<file path="src/rtl/core/assert_macros.svh">
// ----------------------------------------------------------------------------
// assert_macros: concurrent assertion helpers for the scheduler core
// Clocked assertions with and without a reset qualifier; empty in synthesis.
// ----------------------------------------------------------------------------
`ifndef ASSERT_MACROS_SVH
`define ASSERT_MACROS_SVH

`ifndef SYNTHESIS

`define EDFTS_ASSERT(lbl, clk, rst, prop, msg) \
  lbl: assert property (@(posedge clk) disable iff (rst) prop) else $error(msg);

`define EDFTS_ASSERT_NR(lbl, clk, prop, msg) \
  lbl: assert property (@(posedge clk) prop) else $error(msg);

`else

`define EDFTS_ASSERT(lbl, clk, rst, prop, msg)

`define EDFTS_ASSERT_NR(lbl, clk, prop, msg)

`endif

`endif

</file>
<file path="src/rtl/core/edfts_pkg.sv">
// ----------------------------------------------------------------------------
// edfts_pkg: shared types and codes of the EDF tick scheduler
// Input mode codes, register indexes and the controller/datapath buses.
// ----------------------------------------------------------------------------
package edfts_pkg;

  localparam int CFG_IDX_BITS  = 2;
  localparam int CFG_DATA_BITS = 16;
  localparam int COUNT_BITS    = 4;
  localparam int STOP_BITS     = 16;
  localparam int SLOT_BITS     = 3;
  localparam int MASK_BITS     = 8;
  localparam int TICK_BITS     = 16;

  localparam logic MODE_LOAD = 1'b0;
  localparam logic MODE_TICK = 1'b1;

  localparam logic [CFG_IDX_BITS-1:0] CFG_TASK_COUNT = 2'd0;
  localparam logic [CFG_IDX_BITS-1:0] CFG_STOP_TIME  = 2'd1;

  typedef struct packed {
    logic load_wr;
    logic tick_start;
    logic rd_issue;
    logic div_start;
    logic eval;
    logic dec_wr;
    logic out_load;
  } cmd_t;

  typedef struct packed {
    logic stop_hit;
    logic scan_end;
    logic div_done;
    logic out_free;
  } sts_t;

endpackage

</file>
<file path="src/rtl/core/edfts_rem.sv">
// ----------------------------------------------------------------------------
// edfts_rem: iterative remainder unit
// Restoring division, one dividend bit per cycle; yields dividend mod divisor.
// A zero divisor returns the dividend.
// ----------------------------------------------------------------------------
module edfts_rem #(
  parameter int TIME_BITS = 16
) (
  input  logic                 clk,
  input  logic                 rst,
  input  logic                 start,
  input  logic [TIME_BITS-1:0] dividend,
  input  logic [TIME_BITS-1:0] divisor,
  output logic                 busy,
  output logic [TIME_BITS-1:0] rem
);

  localparam int NW = $clog2(TIME_BITS + 1);

  logic [NW-1:0]        cnt;
  logic [TIME_BITS-1:0] dvd;
  logic [TIME_BITS:0]   shifted;
  logic [TIME_BITS:0]   diff;

  assign shifted = {rem, dvd[TIME_BITS-1]};
  assign diff    = shifted - {1'b0, divisor};

  always_ff @(posedge clk) begin
    if (rst) begin
      cnt  <= '0;
      busy <= 1'b0;
    end else if (start) begin
      cnt  <= NW'(TIME_BITS);
      busy <= 1'b1;
    end else if (busy) begin
      cnt  <= cnt - 1'b1;
      busy <= (cnt != NW'(1));
    end
  end

  always_ff @(posedge clk) begin
    if (start) begin
      rem <= '0;
      dvd <= dividend;
    end else if (busy) begin
      dvd <= {dvd[TIME_BITS-2:0], 1'b0};
      if (shifted >= {1'b0, divisor}) begin
        rem <= diff[TIME_BITS-1:0];
      end else begin
        rem <= shifted[TIME_BITS-1:0];
      end
    end
  end

endmodule

</file>
<file path="src/rtl/core/edfts_ctrl.sv">
// ----------------------------------------------------------------------------
// edfts_ctrl: scheduler sequencer
// Walks each tick through slot reads, remainder runs, evaluation and the
// final work decrement and result load; loads complete in the idle state.
// ----------------------------------------------------------------------------
module edfts_ctrl (
  input  logic              clk,
  input  logic              rst,
  input  logic              in_valid,
  input  logic              mode,
  output logic              in_stall,
  input  edfts_pkg::sts_t   sts,
  output edfts_pkg::cmd_t   cmd
);

  typedef enum logic [6:0] {
    ST_IDLE  = 7'b0000001,
    ST_CHECK = 7'b0000010,
    ST_START = 7'b0000100,
    ST_DIV   = 7'b0001000,
    ST_EVAL  = 7'b0010000,
    ST_DEC   = 7'b0100000,
    ST_DONE  = 7'b1000000
  } state_t;

  state_t state;
  state_t state_next;

  assign in_stall = (state != ST_IDLE);

  always_comb begin
    cmd        = '0;
    state_next = state;
    case (state)
      ST_IDLE: begin
        if (in_valid) begin
          if (mode == edfts_pkg::MODE_LOAD) begin
            cmd.load_wr = 1'b1;
          end else if (!sts.stop_hit) begin
            cmd.tick_start = 1'b1;
            state_next     = ST_CHECK;
          end
        end
      end
      ST_CHECK: begin
        if (sts.scan_end) begin
          state_next = ST_DEC;
        end else begin
          cmd.rd_issue = 1'b1;
          state_next   = ST_START;
        end
      end
      ST_START: begin
        cmd.div_start = 1'b1;
        state_next    = ST_DIV;
      end
      ST_DIV: begin
        if (sts.div_done) begin
          state_next = ST_EVAL;
        end
      end
      ST_EVAL: begin
        cmd.eval   = 1'b1;
        state_next = ST_CHECK;
      end
      ST_DEC: begin
        cmd.dec_wr = 1'b1;
        state_next = ST_DONE;
      end
      ST_DONE: begin
        if (sts.out_free) begin
          cmd.out_load = 1'b1;
          state_next   = ST_IDLE;
        end
      end
      default: begin
        state_next = ST_IDLE;
      end
    endcase
  end

  always_ff @(posedge clk) begin
    if (rst) begin
      state <= ST_IDLE;
    end else begin
      state <= state_next;
    end
  end

endmodule

</file>
<file path="src/rtl/core/edfts_dpath.sv">
// ----------------------------------------------------------------------------
// edfts_dpath: scheduler datapath
// Slot memories, remaining-work store, time counter, configuration
// registers, best-deadline tracking and the result register.
// ----------------------------------------------------------------------------
`include "assert_macros.svh"

module edfts_dpath #(
  parameter int MAX_TASKS = 8,
  parameter int TIME_BITS = 16
) (
  input  logic                                 clk,
  input  logic                                 rst,
  input  edfts_pkg::cmd_t                      cmd,
  output edfts_pkg::sts_t                      sts,
  input  logic [edfts_pkg::SLOT_BITS-1:0]      task_slot,
  input  logic [TIME_BITS-1:0]                 arrival,
  input  logic [TIME_BITS-1:0]                 work_units,
  input  logic [TIME_BITS-1:0]                 period_len,
  input  logic                                 cfg_we,
  input  logic [edfts_pkg::CFG_IDX_BITS-1:0]   cfg_index,
  input  logic [edfts_pkg::CFG_DATA_BITS-1:0]  cfg_data,
  input  logic                                 out_stall,
  output logic                                 out_valid,
  output logic                                 run_valid,
  output logic [edfts_pkg::SLOT_BITS-1:0]      run_slot,
  output logic [edfts_pkg::MASK_BITS-1:0]      miss_mask,
  output logic [edfts_pkg::TICK_BITS-1:0]      tick_time
);

  localparam int SW = (MAX_TASKS > 1) ? $clog2(MAX_TASKS) : 1;
  localparam int CW = $clog2(MAX_TASKS + 1);

  logic [TIME_BITS-1:0] arr_mem  [MAX_TASKS];
  logic [TIME_BITS-1:0] work_mem [MAX_TASKS];
  logic [TIME_BITS-1:0] per_mem  [MAX_TASKS];
  logic [TIME_BITS-1:0] rw_mem   [MAX_TASKS];
  logic [MAX_TASKS-1:0] rw_valid;

  logic [TIME_BITS-1:0] arr_rd;
  logic [TIME_BITS-1:0] work_rd;
  logic [TIME_BITS-1:0] per_rd;
  logic [TIME_BITS-1:0] rw_raw;
  logic                 rw_ok;
  logic [TIME_BITS-1:0] rw_rd;

  logic [TIME_BITS-1:0]              time_now;
  logic [edfts_pkg::COUNT_BITS-1:0]  task_count;
  logic [edfts_pkg::STOP_BITS-1:0]   stop_time;
  logic [CW-1:0]                     active_cnt;
  logic [CW-1:0]                     scan_idx;
  logic [SW-1:0]                     scan_addr;
  logic [SW-1:0]                     load_addr;
  logic                              load_ok;

  logic                              found;
  logic [SW-1:0]                     best_idx;
  logic [TIME_BITS:0]                best_left;
  logic [TIME_BITS-1:0]              best_rw;
  logic [edfts_pkg::MASK_BITS-1:0]   miss;
  logic [edfts_pkg::MASK_BITS-1:0]   miss_set;
  logic [31:0]                       best_wide;

  logic                 div_busy;
  logic [TIME_BITS-1:0] phase;
  logic [TIME_BITS:0]   per_ext;
  logic [TIME_BITS:0]   left;
  logic                 phase0;
  logic [TIME_BITS-1:0] rw_cur;
  logic                 cand;

  logic                 rw_we;
  logic [SW-1:0]        rw_waddr;
  logic [TIME_BITS-1:0] rw_wdata;

  edfts_rem #(
    .TIME_BITS (TIME_BITS)
  ) u_rem (
    .clk      (clk),
    .rst      (rst),
    .start    (cmd.div_start),
    .dividend (time_now),
    .divisor  (per_rd),
    .busy     (div_busy),
    .rem      (phase)
  );

  assign active_cnt = (32'(task_count) > MAX_TASKS) ? CW'(MAX_TASKS) : CW'(task_count);
  assign scan_addr  = scan_idx[SW-1:0];
  assign load_addr  = SW'(task_slot);
  assign load_ok    = (32'(task_slot) < MAX_TASKS);
  assign rw_rd      = rw_ok ? rw_raw : '0;
  assign best_wide  = 32'(best_idx);

  assign sts.stop_hit = (32'(time_now) >= 32'(stop_time));
  assign sts.scan_end = (scan_idx == active_cnt);
  assign sts.div_done = !div_busy;
  assign sts.out_free = !out_valid || !out_stall;

  always_comb begin
    per_ext = (per_rd == '0) ? {1'b1, {TIME_BITS{1'b0}}} : {1'b0, per_rd};
    left    = per_ext - {1'b0, phase};
    phase0  = (phase == '0);
    rw_cur  = phase0 ? work_rd : rw_rd;
    cand    = (rw_cur != '0) && (arr_rd <= time_now) && (!found || (left < best_left));
    for (int b = 0; b < edfts_pkg::MASK_BITS; b++) begin
      miss_set[b] = phase0 && (rw_rd != '0) && (time_now != '0) && (32'(scan_idx) == b);
    end
  end

  always_comb begin
    rw_we    = 1'b0;
    rw_waddr = scan_addr;
    rw_wdata = work_rd;
    if (cmd.eval && phase0) begin
      rw_we = 1'b1;
    end else if (cmd.dec_wr && found) begin
      rw_we    = 1'b1;
      rw_waddr = best_idx;
      rw_wdata = best_rw - 1'b1;
    end
  end

  always_ff @(posedge clk) begin
    if (cmd.load_wr && load_ok) begin
      arr_mem[load_addr]  <= arrival;
      work_mem[load_addr] <= work_units;
      per_mem[load_addr]  <= period_len;
    end
    if (cmd.rd_issue) begin
      arr_rd  <= arr_mem[scan_addr];
      work_rd <= work_mem[scan_addr];
      per_rd  <= per_mem[scan_addr];
    end
  end

  always_ff @(posedge clk) begin
    if (rw_we) begin
      rw_mem[rw_waddr] <= rw_wdata;
    end
    if (cmd.rd_issue) begin
      rw_raw <= rw_mem[scan_addr];
    end
  end

  always_ff @(posedge clk) begin
    if (rst) begin
      rw_valid   <= '0;
      rw_ok      <= 1'b0;
      time_now   <= '0;
      task_count <= '0;
      stop_time  <= '1;
      scan_idx   <= '0;
      found      <= 1'b0;
      out_valid  <= 1'b0;
    end else begin
      if (rw_we) begin
        rw_valid[rw_waddr] <= 1'b1;
      end
      if (cmd.rd_issue) begin
        rw_ok <= rw_valid[scan_addr];
      end
      if (cfg_we && (cfg_index == edfts_pkg::CFG_TASK_COUNT)) begin
        task_count <= cfg_data[edfts_pkg::COUNT_BITS-1:0];
      end
      if (cfg_we && (cfg_index == edfts_pkg::CFG_STOP_TIME)) begin
        stop_time <= cfg_data[edfts_pkg::STOP_BITS-1:0];
      end
      if (cmd.tick_start) begin
        scan_idx <= '0;
        found    <= 1'b0;
      end else if (cmd.eval) begin
        scan_idx <= scan_idx + 1'b1;
        if (cand) begin
          found <= 1'b1;
        end
      end
      if (cmd.out_load) begin
        out_valid <= 1'b1;
        time_now  <= time_now + 1'b1;
      end else if (!out_stall) begin
        out_valid <= 1'b0;
      end
    end
  end

  always_ff @(posedge clk) begin
    if (cmd.tick_start) begin
      miss <= '0;
    end else if (cmd.eval) begin
      miss <= miss | miss_set;
      if (cand) begin
        best_idx  <= scan_addr;
        best_left <= left;
        best_rw   <= rw_cur;
      end
    end
    if (cmd.out_load) begin
      run_valid <= found;
      run_slot  <= found ? best_wide[edfts_pkg::SLOT_BITS-1:0] : '0;
      miss_mask <= miss;
      tick_time <= edfts_pkg::TICK_BITS'(time_now);
    end
  end

  `EDFTS_ASSERT(a_eval_in_range, clk, rst, cmd.eval |-> (scan_idx < active_cnt), "eval past active slots")
  `EDFTS_ASSERT(a_load_when_free, clk, rst, cmd.out_load |-> (!out_valid || !out_stall), "result overwritten")
  `EDFTS_ASSERT(a_dec_nonzero, clk, rst, (cmd.dec_wr && found) |-> (best_rw != '0), "work underflow")
  `EDFTS_ASSERT_NR(a_reset_clears_out, clk, rst |=> !out_valid, "result valid after reset")

endmodule

</file>
<file path="src/rtl/core/edf_tick_scheduler.sv">
// ----------------------------------------------------------------------------
// edf_tick_scheduler: periodic earliest-deadline-first tick scheduler
//
//   channel  direction  handshake              payload
//   in       sink       in_valid / in_stall    mode task_slot arrival
//                                              work_units period_len
//   out      source     out_valid / out_stall  run_valid run_slot miss_mask
//                                              tick_time
//   cfg      sink       cfg_valid / cfg_ready  cfg_index cfg_data
//
// A load beat is written in the idle state. A tick beat runs the bit-serial
// remainder unit once per active slot. A tick at or past stop_time is taken
// and gives no beat.
// Reset is synchronous; no clearing pass is needed. cfg_ready is always high.
// A stalled result holds in the output register; the next beat is taken
// meanwhile and its result waits for the register to free.
// ----------------------------------------------------------------------------
module edf_tick_scheduler #(
  parameter int MAX_TASKS = 8,
  parameter int TIME_BITS = 16
) (
  input  logic                                 clk,
  input  logic                                 rst,
  input  logic                                 in_valid,
  output logic                                 in_stall,
  input  logic                                 mode,
  input  logic [edfts_pkg::SLOT_BITS-1:0]      task_slot,
  input  logic [TIME_BITS-1:0]                 arrival,
  input  logic [TIME_BITS-1:0]                 work_units,
  input  logic [TIME_BITS-1:0]                 period_len,
  output logic                                 out_valid,
  input  logic                                 out_stall,
  output logic                                 run_valid,
  output logic [edfts_pkg::SLOT_BITS-1:0]      run_slot,
  output logic [edfts_pkg::MASK_BITS-1:0]      miss_mask,
  output logic [edfts_pkg::TICK_BITS-1:0]      tick_time,
  input  logic                                 cfg_valid,
  output logic                                 cfg_ready,
  input  logic [edfts_pkg::CFG_IDX_BITS-1:0]   cfg_index,
  input  logic [edfts_pkg::CFG_DATA_BITS-1:0]  cfg_data
);

  edfts_pkg::cmd_t cmd;
  edfts_pkg::sts_t sts;

  assign cfg_ready = 1'b1;

  edfts_ctrl u_ctrl (
    .clk      (clk),
    .rst      (rst),
    .in_valid (in_valid),
    .mode     (mode),
    .in_stall (in_stall),
    .sts      (sts),
    .cmd      (cmd)
  );

  edfts_dpath #(
    .MAX_TASKS (MAX_TASKS),
    .TIME_BITS (TIME_BITS)
  ) u_dpath (
    .clk        (clk),
    .rst        (rst),
    .cmd        (cmd),
    .sts        (sts),
    .task_slot  (task_slot),
    .arrival    (arrival),
    .work_units (work_units),
    .period_len (period_len),
    .cfg_we     (cfg_valid && cfg_ready),
    .cfg_index  (cfg_index),
    .cfg_data   (cfg_data),
    .out_stall  (out_stall),
    .out_valid  (out_valid),
    .run_valid  (run_valid),
    .run_slot   (run_slot),
    .miss_mask  (miss_mask),
    .tick_time  (tick_time)
  );

endmodule

</file>
<file path="config.mk">
export PLATFORM = sky130hd
export DESIGN_NAME = edf_tick_scheduler
export DESIGN_NICKNAME = d
export VERILOG_FILES = /design/src/rtl/core/edfts_pkg.sv /design/src/rtl/core/edfts_rem.sv /design/src/rtl/core/edfts_ctrl.sv /design/src/rtl/core/edfts_dpath.sv /design/src/rtl/core/edf_tick_scheduler.sv
export VERILOG_INCLUDE_DIRS = /design/src /design/src/rtl/core
export SDC_FILE = /design/constraint.sdc
export NUM_CORES = 1
export LEC_CHECK = 0
export BUFFER_PORTS_ARGS = -buffer_cell sky130_fd_sc_hd__buf_2
export CORE_AREA = 5 5 286 288
export DETAILED_ROUTE_END_ITERATION = 7
export DIE_AREA = 0 0 291 293
export PLACE_DENSITY = 0.67
export SLEW_MARGIN = 30
export SYNTH_ARGS = -nofsm -noshare
export SYNTH_HDL_FRONTEND = slang
export SYNTH_SLANG_ARGS = --single-unit
</file>
<file path="constraint.sdc">
create_clock -name clk -period 12.1 [get_ports clk]
set_input_delay 2.42 -clock clk [delete_from_list [all_inputs] [get_ports clk]]
set_output_delay 2.42 -clock clk [all_outputs]
set_load 0.05 [all_outputs]
</file>
==> results of run 1 <==
-- synthesized netlist by cell type (all sizes together) (14+ instances only) --
| library cell | number |
|---|---|
| a21o | 17 |
| buf | 28 |
| nor4 | 29 |
| nand4 | 14 |
| edfxtp | 656 |
| a211o | 16 |
| o21ai | 103 |
| nand3 | 18 |
| a21oi | 78 |
| xor2 | 18 |
| nor2 | 112 |
| dfxtp | 88 |
| xnor2 | 42 |
| mux4 | 130 |
| inv | 105 |
| nor3 | 24 |
| nand2 | 307 |
| clkbuf | 70 |
| ha | 89 |
-- registers in the layout (all words and copies together) (netlist names), 17 cells and up --
register and flops:
u_dpath.best_left 17, u_dpath.work_mem 128, u_dpath.rw_mem 128, u_dpath.per_mem 128, u_dpath.arr_mem 128
-- logic make-up after synthesis --
group	Yosys count	share of synthesized area, %
muxes	135	9.526
adders and majority gates	91	3.690
and+or+nand+nor	571	8.233
DFF	744	68.65
other	1	0.01200
xor gates and xnor gates	60	1.681
AOI/OAI and AO/OA	289	5.703
buffers and inverters	204	2.505
-- area by class of cell --
type                    instances  area share (%)
diodes                          5         0.03517
clock buffers                  91           5.621
clock inverters                41           1.403
inverters                     106           1.118
multi-input cells            1147           25.56
flip-flops and latches        744           60.35
well taps                    1050           3.693
repair buffers                134           2.216
-- layer usage --
| metal | wire, um | part of all wire (%) | vias up |
|---|---|---|---|
| met5 | 38 | 0.056 | - |
| met4 | 2081 | 3.1 | 6 |
| met3 | 4022 | 5.9 | 122 |
| met2 | 34070 | 50 | 486 |
| met1 | 27900 | 41 | 8940 |
| li1 | - | - | 8117 |
-- how the worst max path moves through the flow --
stage / end / cells past startpoint / startpoint / slack [ns]
after floorplan: u_dpath.arr_mem[0][0] / 2 / mode / 5.28
after global placement: u_dpath.best_rw[10] / 19 / u_dpath.per_rd[0] / 7.50
final: u_dpath.best_rw[3] / 19 / u_dpath.per_rd[0] / 7.38
after global routing: u_dpath.best_rw[3] / 19 / u_dpath.per_rd[0] / 7.02
after CTS: u_dpath.best_rw[3] / 19 / u_dpath.per_rd[0] / 7.37
after detailed placement: u_dpath.best_rw[10] / 19 / u_dpath.per_rd[0] / 7.39
-- metrics by stage --
| stage | area [um^2] | power [mW] | utilization, % | worst slack [ns] |
|---|---|---|---|---|
| final | 35570 | 5.494 | 45.25 | 7.381 |
| after CTS | 35540 | 5.537 | 45.21 | 7.370 |
| after global placement | 32990 | 3.174 | 41.97 | 7.504 |
| after global routing | 35560 | 5.701 | 45.24 | 7.020 |
| after detailed placement | 33040 | 3.192 | 42.03 | 7.393 |
| after floorplan | 31260 | 3.095 | - | 5.282 |
-- where the power goes --
group	switching (mW)	internal [mW]	leakage, nW	total, mW
Clock	0.941	1.41	1.21	2.35
Combinational	0.188	0.122	4.44	0.310
Sequential	0.0185	2.81	6.64	2.83
==> impl_results.html, run 1 <==
<table>
<tr><th>Metric</th><th>Value</th></tr>
<tr><th colspan="2">STA</th></tr>
<tr><td>Count of pins over their slew limit</td><td>0</td></tr>
<tr><td>Worst hold slack</td><td>between 0.4 and 0.5 ns</td></tr>
<tr><td>Number of endpoints with negative hold slack in the final report</td><td>0</td></tr>
<tr><td>Setup violations, final</td><td>0</td></tr>
<tr><td>Ratio of final minimum period to clock period</td><td>roughly two fifths</td></tr>
<tr><td>RSZ-0062 raised after global routing</td><td>false</td></tr>
<tr><td>Max frequency</td><td>around 210 MHz</td></tr>
<tr><td>Worst rel slew slack</td><td>about 36%</td></tr>
<tr><td>Post-route minimum period</td><td>4.719 ns</td></tr>
<tr><td>Setup clock skew after layout</td><td>between 0.02 and 0.03 ns</td></tr>
<tr><td>Total Neg Setup Slack</td><td>0 ns</td></tr>
<tr><td>Worst slew pin tran</td><td>roughly 0.96 ns</td></tr>
<tr><th colspan="2">Min path</th></tr>
<tr><td>End of the worst hold path</td><td>u_dpath.miss_mask[2]</td></tr>
<tr><td>Type of the most critical hold path</td><td>reg2reg</td></tr>
<tr><td>Number of stages on the worst hold path</td><td>0</td></tr>
<tr><td>Min-delay src</td><td>u_dpath.miss[2]</td></tr>
<tr><th colspan="2">GRT</th></tr>
<tr><td>GRT met3 Usage</td><td>under 10%</td></tr>
<tr><td>First-pass GRT wire length</td><td>about 110 mm</td></tr>
<tr><td>Met2 track demand over resource in global routing</td><td>26.76%</td></tr>
<tr><td>Number of antenna violations at the first check in global routing</td><td>14</td></tr>
<tr><td>Met1 track utilization from global routing</td><td>about a fifth</td></tr>
<tr><td>Number of global-route vias before repair</td><td>between 15000 and 20000</td></tr>
<tr><td>Overflow left after global routing</td><td>0</td></tr>
<tr><td>Overall global routing resource usage</td><td>between 10% and 20%</td></tr>
<tr><td>Layer carrying the most global-route usage</td><td>met2</td></tr>
<tr><td>Pin count of the biggest net entering global routing</td><td>71</td></tr>
<tr><th colspan="2">Critical path</th></tr>
<tr><td>Worst setup slack for register-to-register paths</td><td>approximately 7.4 ns</td></tr>
<tr><td>Crit path buf inv count</td><td>3</td></tr>
<tr><td>Most frequent CP cell</td><td>sky130_fd_sc_hd__a21oi_1</td></tr>
<tr><td>R2r endpoint</td><td>u_dpath.best_rw[3]</td></tr>
<tr><td>Req. time, crit path</td><td>~12 ns</td></tr>
<tr><td>Startpoint type of the worst setup path</td><td>flop</td></tr>
<tr><td>Crit-path slowest cell</td><td>sky130_fd_sc_hd__and2_1</td></tr>
<tr><td>Depth of the worst register-to-register path</td><td>19</td></tr>
<tr><td>Largest incremental delay on the critical path</td><td>0.67 ns</td></tr>
<tr><td>Ordered cell list for the critical path</td><td>inv_1, ha_1, inv_1, fa_1, a21oi_1, o211ai_1, nand4bb_1, a21oi_1, a21o_1, a21oi_1, xnor2_1, ha_1, nand4_1, o22ai_1, nor2_1, o41ai_1, o21ai_0, and2_1, buf_4</td></tr>
<tr><td>Reg-to-reg critical path startpoint</td><td>u_dpath.per_rd[0]</td></tr>
<tr><td>Arrival time of data at the critical path endpoint</td><td>around 5.0 ns</td></tr>
<tr><td>Critical Path Sink Type</td><td>flop</td></tr>
<tr><td>Kind of cell adding the most delay to the critical path</td><td>compound AO/OA/AOI/OAI gates</td></tr>
<tr><td>Classification of the worst setup path</td><td>reg2reg</td></tr>
<tr><td>Maximum net fanout on the critical path</td><td>19</td></tr>
<tr><th colspan="2">Clock tree</th></tr>
<tr><td>Clock-pin transition on the worst setup and hold timing paths</td><td>around 0.060 ns</td></tr>
<tr><td>Resized cells post-CTS</td><td>0</td></tr>
<tr><td>CTS Sinks</td><td>approximately 740</td></tr>
<tr><td>CTS Hold Bufs</td><td>0</td></tr>
<tr><td>Clock Path Buffers</td><td>3</td></tr>
<tr><td>Setup Buffers After CTS</td><td>0</td></tr>
<tr><td>Clock latency at the later pin of the worst-skew pair</td><td>0.61 ns</td></tr>
<tr><td>CTS Root Cell</td><td>sky130_fd_sc_hd__clkbuf_16</td></tr>
<tr><td>Level count of the clock H-tree</td><td>3</td></tr>
<tr><td>CTS tree</td><td>yes</td></tr>
<tr><td>TritonCTS buffer count</td><td>between 70 and 80</td></tr>
<tr><th colspan="2">Synthesis</th></tr>
<tr><td>Avg Inst Size Synth</td><td>14.92 um^2</td></tr>
<tr><td>Library cell occupying the most area in the post-synthesis netlist</td><td>sky130_fd_sc_hd__edfxtp_1</td></tr>
<tr><td>Most used flip-flop cell after synthesis</td><td>sky130_fd_sc_hd__edfxtp_1</td></tr>
<tr><td>Mapped Area</td><td>approximately 31000 um^2</td></tr>
<tr><td>Synthesis Warnings</td><td>0</td></tr>
<tr><td>Gate count of the mapped netlist</td><td>approximately 2100</td></tr>
<tr><td>Synth unique cells</td><td>77</td></tr>
<tr><td>Async set-reset flop share out of synthesis</td><td>0%</td></tr>
<tr><td>Sequential share of the synthesized area</td><td>between 60% and 70%</td></tr>
<tr><td>Number of nets in the synthesized netlist</td><td>between 2000 and 2500</td></tr>
<tr><td>Post-synth EDFFs</td><td>~660</td></tr>
<tr><td>Count of state elements after synthesis</td><td>around 740</td></tr>
<tr><td>Synth top area cells</td><td>sky130_fd_sc_hd__edfxtp_1 (63%), sky130_fd_sc_hd__mux4_2 (9.4%), sky130_fd_sc_hd__dfxtp_1 (5.6%)</td></tr>
<tr><td>Area fraction of the dominant cell type after synthesis</td><td>63.01%</td></tr>
<tr><th colspan="2">Routing</th></tr>
<tr><td>Remaining DRCs</td><td>0</td></tr>
<tr><td>Vias/cell</td><td>between 5 and 6</td></tr>
<tr><td>Routed len/inst</td><td>20.53 um</td></tr>
<tr><td>Routed wire length</td><td>~70 mm</td></tr>
<tr><td>Vias after detailed routing</td><td>roughly 18000</td></tr>
<tr><td>First-pass iteration count of the detailed router</td><td>5</td></tr>
<tr><td>Post-detailed-route count of antenna-violating nets</td><td>0</td></tr>
<tr><td>First DRT Iteration DRCs</td><td>approximately 1400</td></tr>
<tr><th colspan="2">Layout</th></tr>
<tr><td>Most frequent standard cell in the layout excluding fill and tap cells</td><td>sky130_fd_sc_hd__edfxtp_1</td></tr>
<tr><td>Number of nets at the end of the flow</td><td>about 2400</td></tr>
<tr><td>Total area of multi-input combinational cells</td><td>9092 um^2</td></tr>
<tr><td>Fillers</td><td>about 6800</td></tr>
<tr><td>Non-filler instance count after layout</td><td>between 3000 and 4000</td></tr>
<tr><td>Layout overhead on the synthesized area</td><td>13.79%</td></tr>
<tr><td>Register area</td><td>21470 um^2</td></tr>
<tr><td>Most frequent cells in the layout</td><td>sky130_fd_sc_hd__edfxtp_1 (656), sky130_fd_sc_hd__nand2_1 (306), sky130_fd_sc_hd__mux4_2 (130)</td></tr>
<tr><td>Proportion of layout cells with a drive suffix above 1</td><td>roughly 18%</td></tr>
<tr><th colspan="2">Die</th></tr>
<tr><td>Placeable core region</td><td>between 70000 and 80000 um^2</td></tr>
<tr><td>Die width</td><td>slightly below 300 um</td></tr>
<tr><td>Initial standard-cell utilization of the core</td><td>just under 40%</td></tr>
<tr><td>Die outline height</td><td>a little under 300 um</td></tr>
<tr><td>Die area</td><td>approximately 85000 um^2</td></tr>
<tr><td>Number of rows created at floorplan</td><td>103</td></tr>
<tr><td>Count of pins on the block boundary</td><td>~110</td></tr>
<tr><th colspan="2">Placed design</th></tr>
<tr><td>Detailed placer's ending HPWL</td><td>between 40 and 50 mm</td></tr>
<tr><td>Placed Cells</td><td>3180</td></tr>
<tr><td>Last weighted congestion value of the routability-driven placer</td><td>roughly 0.85</td></tr>
<tr><td>Number of buffers inserted by port buffering</td><td>~100</td></tr>
<tr><th colspan="2">Pwr</th></tr>
<tr><td>P per Cell Area</td><td>between 150 and 200 nW/um^2</td></tr>
<tr><td>IR Drop Worst-Case VDD</td><td>between 0.00009 and 0.0001 V</td></tr>
<tr><td>Leakage</td><td>12.28 nW</td></tr>
<tr><th colspan="2">Run status</th></tr>
<tr><td>Status</td><td>complete, no violations</td></tr>
<tr><th colspan="2">Flow run</th></tr>
<tr><td>Maximum Capacitance Violations</td><td>0</td></tr>
</table>
Power figures use the tool's default switching activity.
==> inputs of run 2 (changes only) <==
- clock period: 12.1 -> 4.64 ns (I/O delays scaled with it)
==> impl_results.html, run 2 (synthesized netlist as in run 1, its figures left out) <==
<table>
<tr><th>Metric</th><th>Value</th></tr>
<tr><th colspan="2">Clock tree</th></tr>
<tr><td>Level count of the clock H-tree</td><td>3</td></tr>
<tr><td>CTS Root Cell</td><td>sky130_fd_sc_hd__clkbuf_16</td></tr>
<tr><td>Resized cells post-CTS</td><td>0</td></tr>
<tr><td>Clock Path Buffers</td><td>3</td></tr>
<tr><td>Setup Buffers After CTS</td><td>0</td></tr>
<tr><td>CTS Hold Bufs</td><td>0</td></tr>
<tr><td>Clock latency at the later pin of the worst-skew pair</td><td>0.62 ns</td></tr>
<tr><td>Clock-pin transition on the worst setup and hold timing paths</td><td>about 0.060 ns</td></tr>
<tr><td>TritonCTS buffer count</td><td>74</td></tr>
<tr><td>CTS tree</td><td>yes</td></tr>
<tr><td>CTS Sinks</td><td>744</td></tr>
<tr><th colspan="2">Die</th></tr>
<tr><td>Die outline height</td><td>a little under 300 um</td></tr>
<tr><td>Number of rows created at floorplan</td><td>between 100 and 150</td></tr>
<tr><td>Die width</td><td>between 200 and 300 um</td></tr>
<tr><td>Count of pins on the block boundary</td><td>between 100 and 150</td></tr>
<tr><td>Placeable core region</td><td>between 70000 and 80000 um^2</td></tr>
<tr><td>Die area</td><td>~85000 um^2</td></tr>
<tr><td>Initial standard-cell utilization of the core</td><td>39.77%</td></tr>
<tr><th colspan="2">Layout</th></tr>
<tr><td>Number of nets at the end of the flow</td><td>approximately 2400</td></tr>
<tr><td>Non-filler instance count after layout</td><td>3326</td></tr>
<tr><td>Most frequent standard cell in the layout excluding fill and tap cells</td><td>sky130_fd_sc_hd__edfxtp_1</td></tr>
<tr><td>Proportion of layout cells with a drive suffix above 1</td><td>around 18%</td></tr>
<tr><td>Utilization after layout</td><td>between 40% and 50%</td></tr>
<tr><td>Layout overhead on the synthesized area</td><td>13.84%</td></tr>
<tr><td>Most frequent cells in the layout</td><td>sky130_fd_sc_hd__edfxtp_1 (656), sky130_fd_sc_hd__nand2_1 (307), sky130_fd_sc_hd__mux4_2 (130)</td></tr>
<tr><th colspan="2">Critical path</th></tr>
<tr><td>R2r endpoint</td><td>u_dpath.best_rw[0]</td></tr>
<tr><td>Crit-path slowest cell</td><td>sky130_fd_sc_hd__fa_1</td></tr>
<tr><td>Largest incremental delay on the critical path</td><td>around 0.43 ns</td></tr>
<tr><td>Worst setup slack for register-to-register paths</td><td>roughly 0.65 ns</td></tr>
<tr><td>Depth of the worst register-to-register path</td><td>19</td></tr>
<tr><td>Classification of the worst setup path</td><td>reg2reg</td></tr>
<tr><td>Most frequent CP cell</td><td>sky130_fd_sc_hd__a21oi_1</td></tr>
<tr><td>Ordered cell list for the critical path</td><td>inv_1, ha_1, inv_1, fa_1, a21oi_1, o211ai_1, nand4bb_1, a21oi_1, a21o_1, a21oi_1, xnor2_1, ha_1, nand4_1, nor3_1, nand2_1, a21oi_1, o21ai_0, and2_1, buf_12</td></tr>
<tr><td>Startpoint type of the worst setup path</td><td>flop</td></tr>
<tr><td>Worst setup endpoint</td><td>u_dpath.best_rw[0]</td></tr>
<tr><td>Req. time, crit path</td><td>approximately 5 ns</td></tr>
<tr><td>Reg-to-reg critical path startpoint</td><td>u_dpath.per_rd[0]</td></tr>
<tr><td>Maximum net fanout on the critical path</td><td>36</td></tr>
<tr><td>Critical Path Sink Type</td><td>flop</td></tr>
<tr><td>Launching element of the worst setup path</td><td>u_dpath.per_rd[0]</td></tr>
<tr><td>Arrival time of data at the critical path endpoint</td><td>around 4.4 ns</td></tr>
<tr><th colspan="2">Flow run</th></tr>
<tr><td>Maximum Capacitance Violations</td><td>0</td></tr>
<tr><th colspan="2">Routing</th></tr>
<tr><td>Vias/cell</td><td>5.314</td></tr>
<tr><td>First-pass iteration count of the detailed router</td><td>5</td></tr>
<tr><td>First DRT Iteration DRCs</td><td>roughly 1200</td></tr>
<tr><td>Remaining DRCs</td><td>0</td></tr>
<tr><td>Vias after detailed routing</td><td>about 18000</td></tr>
<tr><td>Routed wire length</td><td>67.54 mm</td></tr>
<tr><td>Routed len/inst</td><td>20.31 um</td></tr>
<tr><td>Post-detailed-route count of antenna-violating nets</td><td>0</td></tr>
<tr><th colspan="2">Pwr</th></tr>
<tr><td>P per Cell Area</td><td>398.7 nW/um^2</td></tr>
<tr><td>IR Drop Worst-Case VDD</td><td>~0.00025 V</td></tr>
<tr><td>Leakage</td><td>around 12 nW</td></tr>
<tr><td>Sum of internal, switching and leakage power</td><td>about 14 mW</td></tr>
<tr><th colspan="2">GRT</th></tr>
<tr><td>Number of antenna violations at the first check in global routing</td><td>10</td></tr>
<tr><td>Number of global-route vias before repair</td><td>approximately 18000</td></tr>
<tr><td>Pin count of the biggest net entering global routing</td><td>84</td></tr>
<tr><td>Overall global routing resource usage</td><td>between 10% and 20%</td></tr>
<tr><td>Overflow left after global routing</td><td>0</td></tr>
<tr><td>First-pass GRT wire length</td><td>between 100 and 150 mm</td></tr>
<tr><th colspan="2">Placed design</th></tr>
<tr><td>Placed Cells</td><td>~3200</td></tr>
<tr><td>Detailed placer's ending HPWL</td><td>about 42 mm</td></tr>
<tr><td>Number of buffers inserted by port buffering</td><td>104</td></tr>
<tr><td>Last weighted congestion value of the routability-driven placer</td><td>roughly 0.88</td></tr>
<tr><th colspan="2">STA</th></tr>
<tr><td>Total Neg Setup Slack</td><td>0 ns</td></tr>
<tr><td>Max frequency</td><td>approximately 250 MHz</td></tr>
<tr><td>Ratio of final minimum period to clock period</td><td>between 80% and 90%</td></tr>
<tr><td>Worst rel slew slack</td><td>between 20% and 30%</td></tr>
<tr><td>Setup violations, final</td><td>0</td></tr>
<tr><td>Worst hold slack</td><td>between 0.4 and 0.5 ns</td></tr>
<tr><td>Worst slew pin tran</td><td>between 1 and 1.5 ns</td></tr>
<tr><td>Count of pins over their slew limit</td><td>0</td></tr>
<tr><td>Number of endpoints with negative hold slack in the final report</td><td>0</td></tr>
<tr><td>RSZ-0062 raised after global routing</td><td>false</td></tr>
<tr><td>Post-route minimum period</td><td>around 4 ns</td></tr>
<tr><td>Setup clock skew after layout</td><td>between 0.03 and 0.04 ns</td></tr>
<tr><th colspan="2">Run status</th></tr>
<tr><td>Status</td><td>complete, no violations</td></tr>
<tr><th colspan="2">Min path</th></tr>
<tr><td>Type of the most critical hold path</td><td>reg2reg</td></tr>
<tr><td>Min-delay src</td><td>u_dpath.miss[7]</td></tr>
</table>
==> run 2: worst min path at each step <==
stage / slack, ns / endpoint / depth (start not counted)
floorplan: 0.41 / u_dpath.best_idx[2] / 0
global placement: 0.42 / u_dpath.miss_mask[7] / 0
CTS: 0.43 / u_dpath.miss_mask[7] / 0
finish: 0.43 / u_dpath.miss_mask[7] / 0
global route: 0.45 / u_dpath.miss_mask[6] / 0
detailed placement: 0.43 / u_dpath.miss_mask[1] / 0
==> run 2: routing by layer <==
metal	global-route usage [%]	vias up	wire, um
met5	0	-	28
met4	4.837	6	1662
met3	2.698	106	3468
met2	27.02	480	33660
met1	20.74	8955	28720
li1	-	8126	-
==> run 2: area by class of cell <==
class	instances	area [um^2]
Inverter	106	397.9
Timing Repair Buffer	137	845.8
Fill cell	6863	43030
Sequential cell	744	21470
Antenna cell	5	12.51
Clock inverter	45	471.7
Multi-Input combinational cell	1147	9094
Tap cell	1050	1314
Clock buffer	92	1982
==> run 2: report_power, final <==
group | switching (mW) | internal (mW) | leakage, nW | total [mW]
clock | 2.51 | 3.51 | 1.20 | 6.01
combinational | 0.478 | 0.316 | 4.45 | 0.794
sequential | 0.0456 | 7.33 | 6.64 | 7.38
==> run 2: metrics by stage <==
| step | setup WS (ns) | cell area [um^2] |
|---|---|---|
| after detailed placement | 0.6726 | 33120 |
| after floorplan | 0.2739 | 31270 |
| final | 0.6493 | 35590 |
| after global placement | 0.7216 | 33120 |
| after global routing | 0.3241 | 35580 |
| after CTS | 0.6534 | 35570 |
==> run 2: critical path: cells and delay by family (launching register included) <==
| kind | cells | cell delay, ns |
|---|---|---|
| flip-flops | 1 | 0.42 |
| adder cells (fa/ha/maj) | 3 | 0.91 |
| AND/OR/NAND/NOR | 5 | 0.80 |
| XOR/XNOR | 1 | 0.11 |
| AO/OA/AOI/OAI | 7 | 1.17 |
| buffers and inverters | 3 | 0.33 |
